## config.mk

```make
export PLATFORM = sky130hd
export DESIGN_NAME = tick_tock_phase_trim_timer_flat
export DESIGN_NICKNAME = d
export VERILOG_FILES = /design/src/sv/ttpt_pkg.sv /design/src/sv/ttpt_if.sv /design/src/sv/tick_tock_phase_trim_timer.sv /design/src/sv/ttpt_calc.sv /design/src/flat_wrapper.sv
export SDC_FILE = /design/constraint.sdc
export NUM_CORES = 1
export LEC_CHECK = 0
export BUFFER_PORTS_ARGS = -buffer_cell sky130_fd_sc_hd__buf_2
export CAP_MARGIN = 20
export CORE_ASPECT_RATIO = 2
export CORE_UTILIZATION = 55
export DETAILED_ROUTE_END_ITERATION = 12
export GPL_TIMING_DRIVEN = 0
export PLACE_DENSITY = 0.86
export SYNTH_ARGS = -nofsm -noshare
export SYNTH_HDL_FRONTEND = slang
export SYNTH_SLANG_ARGS = --single-unit
```

## constraint.sdc

```tcl
create_clock -name clock -period 5 [get_ports clock]
set_clock_uncertainty 0.2 [all_clocks]
set_input_delay 0.5 -clock clock [delete_from_list [all_inputs] [get_ports clock]]
set_output_delay 0.5 -clock clock [all_outputs]
set_load 0.05 [all_outputs]
```

## src/sv/ttpt_pkg.sv

```systemverilog
package ttpt_pkg;

   localparam int unsigned PERIOD_W = 20;
   localparam int unsigned AMOUNT_W = 20;
   localparam int unsigned TICKS_W  = 21;
   localparam int unsigned OP_W     = 3;
   localparam int unsigned CSR_IDX_W = 2;
   localparam int unsigned CSR_DATA_W = 20;

   localparam logic [OP_W-1:0] OP_TICK   = 3'd0;
   localparam logic [OP_W-1:0] OP_STOP   = 3'd1;
   localparam logic [OP_W-1:0] OP_RESUME = 3'd2;
   localparam logic [OP_W-1:0] OP_PHASE  = 3'd3;
   localparam logic [OP_W-1:0] OP_FREQ   = 3'd4;

   localparam logic [CSR_IDX_W-1:0] REG_PERIOD = 2'd0;
   localparam logic [CSR_IDX_W-1:0] REG_MODE   = 2'd1;

   localparam logic [PERIOD_W-1:0] PERIOD_RESET = 20'd20000;

   localparam logic KIND_TICK = 1'b0;
   localparam logic KIND_TOCK = 1'b1;

   typedef struct packed {
      logic signed [AMOUNT_W-1:0] phase_clamped;
      logic [TICKS_W-1:0]         tx_reload;
      logic [TICKS_W-1:0]         rx_reload;
   } calc_type;

endpackage

```

## src/sv/ttpt_if.sv

```systemverilog
interface ttpt_req_if;
   logic                                      valid;
   logic                                      ready;
   logic [ttpt_pkg::OP_W-1:0]                 operation;
   logic signed [ttpt_pkg::AMOUNT_W-1:0]      amount;

   modport source (output valid, output operation, output amount, input ready);
   modport sink (input valid, input operation, input amount, output ready);
endinterface

interface ttpt_rsp_if;
   logic valid;
   logic ready;
   logic event_kind;

   modport source (output valid, output event_kind, input ready);
   modport sink (input valid, input event_kind, output ready);
endinterface

interface ttpt_csr_if;
   logic                               valid;
   logic                               ready;
   logic [ttpt_pkg::CSR_IDX_W-1:0]     index;
   logic [ttpt_pkg::CSR_DATA_W-1:0]    data;

   modport source (output valid, output index, output data, input ready);
   modport sink (input valid, input index, input data, output ready);
endinterface

```

## src/sv/tick_tock_phase_trim_timer.sv

```systemverilog
// Microsecond alarm timer for a radio link.
// req channel: one request per cycle unless a response is stalled, operation plus signed amount. Operation
//   tick advances time by one microsecond; stop, resume, phase request and
//   frequency offset are commands. Unknown operations are dropped.
// rsp channel: event_kind, 0 = tick alarm, 1 = tock alarm. At most one
//   response per request, only for a tick request that fires an alarm.
// csr channel: index 0 = period_us, index 1 = transmitter_mode; always ready,
//   one write per cycle; write only while no request is in flight.
// Latency: a response is valid the cycle after its request is accepted.
// Throughput: one request per cycle while no response is stalled; all state updates
//   go through the reload/clamp logic into the state and response registers.
// Stall: while a response waits with rsp.ready low, req.ready is low; it is
//   high again in the cycle the response is taken.
// Reset: timer stopped, ticks_left, phase and trim cleared, period_us = 20000,
//   receiver mode, no response pending.
module tick_tock_phase_trim_timer (
   input  logic        clock,
   input  logic        reset,
   ttpt_req_if.sink    req_ch,
   ttpt_rsp_if.source  rsp_ch,
   ttpt_csr_if.sink    csr_ch
);

   logic [ttpt_pkg::PERIOD_W-1:0]        period_us_ff, period_us_in;
   logic                                 transmitter_mode_ff, transmitter_mode_in;
   logic [ttpt_pkg::TICKS_W-1:0]         ticks_left_ff, ticks_left_in;
   logic                                 is_running_ff, is_running_in;
   logic                                 next_is_tick_ff, next_is_tick_in;
   logic signed [ttpt_pkg::AMOUNT_W-1:0] pending_phase_ff, pending_phase_in;
   logic signed [ttpt_pkg::AMOUNT_W-1:0] frequency_trim_ff, frequency_trim_in;
   logic                                 rsp_valid_ff, rsp_valid_in;
   logic                                 rsp_event_kind_ff, rsp_event_kind_in;

   logic               accept;
   logic               fire;
   ttpt_pkg::calc_type calc;

   ttpt_calc u_calc (
      .period_us      (period_us_ff),
      .amount         (req_ch.amount),
      .frequency_trim (frequency_trim_ff),
      .pending_phase  (pending_phase_ff),
      .next_is_tick   (next_is_tick_ff),
      .calc           (calc)
   );

   assign req_ch.ready = !rsp_valid_ff || rsp_ch.ready;
   assign accept = req_ch.valid && req_ch.ready;
   assign fire = accept && (req_ch.operation == ttpt_pkg::OP_TICK) && is_running_ff
              && (ticks_left_ff <= ttpt_pkg::TICKS_W'(1));

   assign csr_ch.ready = 1'b1;

   always_comb begin
      period_us_in        = period_us_ff;
      transmitter_mode_in = transmitter_mode_ff;
      if (csr_ch.valid) begin
         case (csr_ch.index)
            ttpt_pkg::REG_PERIOD: period_us_in = csr_ch.data;
            ttpt_pkg::REG_MODE:   transmitter_mode_in = csr_ch.data[0];
            default: ;
         endcase
      end
   end

   always_comb begin
      ticks_left_in     = ticks_left_ff;
      is_running_in     = is_running_ff;
      next_is_tick_in   = next_is_tick_ff;
      pending_phase_in  = pending_phase_ff;
      frequency_trim_in = frequency_trim_ff;
      rsp_event_kind_in = rsp_event_kind_ff;
      if (accept) begin
         case (req_ch.operation)
            ttpt_pkg::OP_STOP: is_running_in = 1'b0;
            ttpt_pkg::OP_RESUME: begin
               if (!is_running_ff) begin
                  is_running_in = 1'b1;
                  if (transmitter_mode_ff) begin
                     ticks_left_in = calc.tx_reload;
                  end else begin
                     ticks_left_in   = ttpt_pkg::TICKS_W'(1);
                     next_is_tick_in = 1'b0;
                  end
               end
            end
            ttpt_pkg::OP_PHASE: pending_phase_in = calc.phase_clamped;
            ttpt_pkg::OP_FREQ:  frequency_trim_in = req_ch.amount;
            ttpt_pkg::OP_TICK: begin
               if (is_running_ff) begin
                  if (ticks_left_ff > ttpt_pkg::TICKS_W'(1)) begin
                     ticks_left_in = ticks_left_ff - ttpt_pkg::TICKS_W'(1);
                  end else if (transmitter_mode_ff) begin
                     ticks_left_in     = calc.tx_reload;
                     rsp_event_kind_in = ttpt_pkg::KIND_TOCK;
                  end else begin
                     ticks_left_in   = calc.rx_reload;
                     next_is_tick_in = !next_is_tick_ff;
                     if (next_is_tick_ff) begin
                        rsp_event_kind_in = ttpt_pkg::KIND_TICK;
                     end else begin
                        rsp_event_kind_in = ttpt_pkg::KIND_TOCK;
                        pending_phase_in  = '0;
                     end
                  end
               end
            end
            default: ;
         endcase
      end
   end

   always_comb begin
      if (fire) begin
         rsp_valid_in = 1'b1;
      end else if (rsp_ch.ready) begin
         rsp_valid_in = 1'b0;
      end else begin
         rsp_valid_in = rsp_valid_ff;
      end
   end

   always_ff @(posedge clock) begin
      if (reset) begin
         period_us_ff        <= ttpt_pkg::PERIOD_RESET;
         transmitter_mode_ff <= 1'b0;
         ticks_left_ff       <= '0;
         is_running_ff       <= 1'b0;
         next_is_tick_ff     <= 1'b0;
         pending_phase_ff    <= '0;
         frequency_trim_ff   <= '0;
         rsp_valid_ff        <= 1'b0;
      end else begin
         period_us_ff        <= period_us_in;
         transmitter_mode_ff <= transmitter_mode_in;
         ticks_left_ff       <= ticks_left_in;
         is_running_ff       <= is_running_in;
         next_is_tick_ff     <= next_is_tick_in;
         pending_phase_ff    <= pending_phase_in;
         frequency_trim_ff   <= frequency_trim_in;
         rsp_valid_ff        <= rsp_valid_in;
      end
   end

   always_ff @(posedge clock) begin
      rsp_event_kind_ff <= rsp_event_kind_in;
   end

   assign rsp_ch.valid      = rsp_valid_ff;
   assign rsp_ch.event_kind = rsp_event_kind_ff;

   a_stopped_no_rsp: assert property (@(posedge clock) disable iff (reset)
      accept && !is_running_ff |=> !rsp_valid_ff)
      else $error("response from a stopped timer");

   a_tx_tock_only: assert property (@(posedge clock) disable iff (reset)
      fire && transmitter_mode_ff |=> rsp_valid_ff && rsp_event_kind_ff == ttpt_pkg::KIND_TOCK)
      else $error("transmitter alarm is not a tock");

   a_phase_cleared: assert property (@(posedge clock) disable iff (reset)
      fire && !transmitter_mode_ff && !next_is_tick_ff |=> pending_phase_ff == '0)
      else $error("phase shift not cleared after tock");

   a_reload_nonzero: assert property (@(posedge clock) disable iff (reset)
      fire |=> ticks_left_ff != '0)
      else $error("alarm reload left zero ticks");

   a_stall_blocks_req: assert property (@(posedge clock) disable iff (reset)
      rsp_valid_ff && !rsp_ch.ready |-> !req_ch.ready)
      else $error("request accepted over a stalled response");

endmodule

```

## src/sv/ttpt_calc.sv

```systemverilog
module ttpt_calc (
   input  logic [ttpt_pkg::PERIOD_W-1:0]        period_us,
   input  logic signed [ttpt_pkg::AMOUNT_W-1:0] amount,
   input  logic signed [ttpt_pkg::AMOUNT_W-1:0] frequency_trim,
   input  logic signed [ttpt_pkg::AMOUNT_W-1:0] pending_phase,
   input  logic                                 next_is_tick,
   output ttpt_pkg::calc_type                   calc
);

   logic signed [ttpt_pkg::AMOUNT_W-1:0] lim;
   logic signed [ttpt_pkg::AMOUNT_W-1:0] neg_lim;
   logic signed [ttpt_pkg::TICKS_W:0]    gap;
   logic signed [ttpt_pkg::TICKS_W:0]    phase_term;

   assign lim     = $signed({2'b00, period_us[ttpt_pkg::PERIOD_W-1:2]});
   assign neg_lim = -lim;

   // add phase only on the gap after a tock
   assign phase_term = next_is_tick ? '0 : {{2{pending_phase[ttpt_pkg::AMOUNT_W-1]}},
                                            pending_phase};

   assign gap = $signed({3'b000, period_us[ttpt_pkg::PERIOD_W-1:1]})
              + $signed({{2{frequency_trim[ttpt_pkg::AMOUNT_W-1]}}, frequency_trim})
              + phase_term;

   always_comb begin
      if (amount > lim) begin
         calc.phase_clamped = lim;
      end else if (amount < neg_lim) begin
         calc.phase_clamped = neg_lim;
      end else begin
         calc.phase_clamped = amount;
      end

      if (period_us == '0) begin
         calc.tx_reload = ttpt_pkg::TICKS_W'(1);
      end else begin
         calc.tx_reload = {1'b0, period_us};
      end

      if (gap < $signed((ttpt_pkg::TICKS_W+1)'(1))) begin
         calc.rx_reload = ttpt_pkg::TICKS_W'(1);
      end else begin
         calc.rx_reload = gap[ttpt_pkg::TICKS_W-1:0];
      end
   end

endmodule
```

## src/flat_wrapper.sv

```systemverilog
// flat-port wrapper written by rule: the top's interface ports become plain ports
module tick_tock_phase_trim_timer_flat 
  (clock, reset, req_ch_valid, req_ch_operation, req_ch_amount, req_ch_ready, rsp_ch_valid, rsp_ch_event_kind, rsp_ch_ready, csr_ch_valid, csr_ch_index, csr_ch_data, csr_ch_ready);
  ttpt_req_if req_ch_i ();
  ttpt_rsp_if rsp_ch_i ();
  ttpt_csr_if csr_ch_i ();
  input  logic clock;
  input  logic reset;
  input wire logic [$bits(req_ch_i.valid)-1:0] req_ch_valid;
  input wire logic [$bits(req_ch_i.operation)-1:0] req_ch_operation;
  input wire logic [$bits(req_ch_i.amount)-1:0] req_ch_amount;
  output wire logic [$bits(req_ch_i.ready)-1:0] req_ch_ready;
  output wire logic [$bits(rsp_ch_i.valid)-1:0] rsp_ch_valid;
  output wire logic [$bits(rsp_ch_i.event_kind)-1:0] rsp_ch_event_kind;
  input wire logic [$bits(rsp_ch_i.ready)-1:0] rsp_ch_ready;
  input wire logic [$bits(csr_ch_i.valid)-1:0] csr_ch_valid;
  input wire logic [$bits(csr_ch_i.index)-1:0] csr_ch_index;
  input wire logic [$bits(csr_ch_i.data)-1:0] csr_ch_data;
  output wire logic [$bits(csr_ch_i.ready)-1:0] csr_ch_ready;
  assign req_ch_i.valid = req_ch_valid;
  assign req_ch_i.operation = req_ch_operation;
  assign req_ch_i.amount = req_ch_amount;
  assign req_ch_ready = req_ch_i.ready;
  assign rsp_ch_valid = rsp_ch_i.valid;
  assign rsp_ch_event_kind = rsp_ch_i.event_kind;
  assign rsp_ch_i.ready = rsp_ch_ready;
  assign csr_ch_i.valid = csr_ch_valid;
  assign csr_ch_i.index = csr_ch_index;
  assign csr_ch_i.data = csr_ch_data;
  assign csr_ch_ready = csr_ch_i.ready;
  tick_tock_phase_trim_timer u_core (.clock(clock), .reset(reset), .req_ch(req_ch_i), .rsp_ch(rsp_ch_i), .csr_ch(csr_ch_i));
endmodule
```

==> metrics.csv <==
metric;value;unit
Syn. warnings;0;
Rows;58;
Die Ht;164;microns
Yosys cell types;73;
Int Pwr;1.27;mW
Max Slew Vio Count;0;
post-synthesis register bit count;86;
FILL cells;1166;
Switching Share;0.325;
syn_area_per_cell;7.79;sq um
post-synthesis cell count;921;
Net Switching;614;uW
largest net degree at the start of global routing;16;
multi-input combinational cell area;0.00512;sq mm
final hold vios;0;
Clock Sinks;86;
status;completed;
worst r2r path cells;12;
startpoint types;flip-flop;
Post-DRT Antenna Nets;0;
CP endpoint;u_core.ticks_left_ff[0];
number of enable flip-flop cells after synthesis;1;
DRT Wirelength;25.0;mm
Most common cell on crit path;fa_1;
Layout Cells excl Fill;1141;
worst reg2reg path startpoint;u_core.next_is_tick_ff;
# placed instances;1123;
post-synthesis net count;1052;
# nets final;1117;
Die Area;0.0135;sq mm
relative slew slack;0.263;
FF+latch area;0.00173;sq mm
max cap viols;0;
Synth area leaders;dfxtp_1 24%, ha_1 11%, a21oi_1 6.5%, nand2_1 6.1%, fa_1 5.6%;
Final GP Congestion;0.984;
setup TNS;0;ns
Area Overhead vs Synth;11.8;%
TritonCTS clock tree;yes;
Worst path depth;12;
total CTS buffers;9;
Final Setup Violations;0;
drt wl/cell;21.9;microns
ant diodes;0;
Port Buffers;51;
Max stage delay on crit path;0.61;ns
Comb power frac;0.235;
R2R setup slack;0.13;ns
Worst setup EP type;flip-flop;
Max VDD drop;0.169;mV
Worst R2R End;u_core.ticks_left_ff[0];
LEAKAGE;3.36;nW
Initial Util;0.568;
Final min period;4.87;ns
initial DRC count;651;
Peak Freq;205;MHz
Root Buffer;clkbuf_16;
Tot Pwr;1.89;mW
share of the synthesized area in the top cell type;0.237;
Crit path required time;5.06;ns
Tightest Pin Transition;1.10;ns
Final HPWL DP;19.3;mm
Worst EP arrival;4.93;ns
Worst Path Buf+Inv;1;
Setup Crit Path Kind;flip-flop to flip-flop;
Critical Path, Cell by Cell;clkbuf_1 > nor2b_1 > fa_1 > fa_1 > a211oi_4 > nor4b_4 > or4b_1 > and3_1 > or4_1 > nor4_2 > a41oi_1 > a211oi_1;
Power Density;235;mW/mm^2
Clock Power Share;0.379;
core area;0.0126;sq mm
Max stage delay cell, worst path;or4_1;
Clock Path Buffers;2;
Async S/R FF share, synth;0;
post-synthesis sequential area ratio;0.241;
number of global-route vias before repair;7712;
Hold/Removal Path Class;input port to flip-flop;
period utilisation layout;0.974;
CTS clk-pin slew, worst paths;0.07;ns
Critical path origin;u_core.next_is_tick_ff;
H-tree depth;3;
vias per cell;6.72;
Mapped Area;0.00717;sq mm
Synth Flop Type;dfxtp_1;
Remaining Overflow, GRT;0;
Synth area leader;dfxtp_1;
layout cells sized above 1;0.110;
clock latency at the later pin of the worst-skew pair;0.35;ns
register share of total power;0.386;
DRC viols;0;
Critical Path Fanout Max;10;
first drt pass iteration count;6;
first-pass GRT wire length;39.1;mm
Die W;82.8;microns
kind of cell adding the most delay to the critical path;simple AND/OR/NAND/NOR gates;
via count;7662;
initial antenna violation count;0;
I/O pin count;54;
Total GRT Usage;0.394;
-- area by class of cell --
cell class / count / area share
Buffer: 51 / 0.0275
Clock buffer: 10 / 0.0298
Clock inverter: 6 / 0.00874
Inverter: 45 / 0.0211
Multi-Input combinational cell: 738 / 0.638
Sequential cell: 86 / 0.216
Tap cell: 150 / 0.0234
Timing Repair Buffer: 55 / 0.0353
-- power by group through the flow --
stage / Sequential, mW / Clock (mW) / Combinational, mW
after floorplan: 0.735 / 0 / 0.287
after global placement: 0.742 / 0 / 0.408
after detailed placement: 0.743 / 0 / 0.415
after CTS: 0.728 / 0.708 / 0.421
after global routing: 0.730 / 0.740 / 0.486
final: 0.729 / 0.716 / 0.443
-- layout by cell type, fill, tap and decap left out, drive strengths merged, types with 11 or more instances in the layout --
cell type	instances
o211ai	13
ha	61
a221oi	11
dfxtp	85
o21ai	50
nor2	59
buf	64
a22oi	14
a211o	11
a21oi	93
a21o	21
nor3	27
xnor2	24
nand2	116
clkbuf	52
a211oi	12
inv	46
nor2b	22
fa	20
nand3	24
-- stage by stage --
step,hold slack [ns],setup WS (ns),cell area (sq um),utilization
finish,0.157,0.132,8020,0.635
global route,0.159,-0.0152,8020,0.635
CTS,0.159,0.0331,7950,0.630
detailed placement,0.241,-0.620,7620,0.604
global placement,0.230,-0.641,7620,0.603
floorplan,0.217,0.603,7170,-
-- kinds of logic after synthesis --
| family | Yosys count | share of synthesized area |
|---|---|---|
| AOI/OAI and AO/OA | 296 | 0.274 |
| xor gates and xnor gates | 32 | 0.0391 |
| muxes | 8 | 0.0115 |
| buffers and inverters | 97 | 0.0541 |
| DFF | 86 | 0.241 |
| other | 1 | 0.000523 |
| adders and majority gates | 81 | 0.162 |
| and+or+nand+nor | 320 | 0.217 |
-- repair_timing --
item / in CTS / in global routing
setup buffers: 0 / 3
hold buffers: 0 / 0
gates cloned: 0 / 0
endpoints found under the setup margin: 21 / 33
resized for setup: 6 / 16
pin swaps: 0 / 2
-- synthesized netlist by cell type (all sizes together), types with 6 or more instances --
cell type / n
nor2b: 22
nand3: 24
a211oi: 12
a221o: 7
xor2: 8
a31oi: 9
a21o: 21
nand4: 9
buf: 8
o211ai: 13
nor2: 59
dfxtp: 85
a21oi: 93
mux2i: 6
xnor2: 24
a211o: 11
o21a: 6
clkbuf: 44
inv: 45
a2111oi: 6
fa: 20
nand2b: 8
nand2: 116
a22oi: 14
nor3: 27
or3: 9
a221oi: 11
nor4: 10
o21ai: 50
and3: 10
ha: 61
-- worst min path at each step --
stage | startpoint | end | slack [ns] | cells after the start
5_1_grt | csr_ch_data[9] | u_core.period_us_ff[9] | 0.16 | 2
3_5_place_dp | u_core.pending_phase_ff[18] | u_core.pending_phase_ff[18] | 0.24 | 2
6_report | csr_ch_data[9] | u_core.period_us_ff[9] | 0.16 | 2
4_1_cts | csr_ch_data[9] | u_core.period_us_ff[9] | 0.16 | 2
3_3_place_gp | u_core.pending_phase_ff[18] | u_core.pending_phase_ff[18] | 0.23 | 2
2_1_floorplan | u_core.pending_phase_ff[18] | u_core.pending_phase_ff[18] | 0.22 | 2
-- registers in the layout, summed over array words and instances (netlist names) --
name	cells
u_core.is_running_ff	1
u_core.rsp_ch.valid	1
u_core.transmitter_mode_ff	1
u_core.rsp_ch.event_kind	1
u_core.pending_phase_ff	20
u_core.next_is_tick_ff	1
u_core.ticks_left_ff	21
u_core.period_us_ff	20
u_core.frequency_trim_ff	20
-- per-layer routing --
| layer | vias up | part of all wire | track usage |
|---|---|---|---|
| li1 | 3508 | - | - |
| met4 | 0 | 0.10 | 0.351 |
| met5 | - | 0 | 0 |
| met3 | 180 | 0.068 | 0.0916 |
| met1 | 3551 | 0.33 | 0.386 |
| met2 | 423 | 0.50 | 0.660 |
Note: power is estimated with default switching activity, not from simulation.
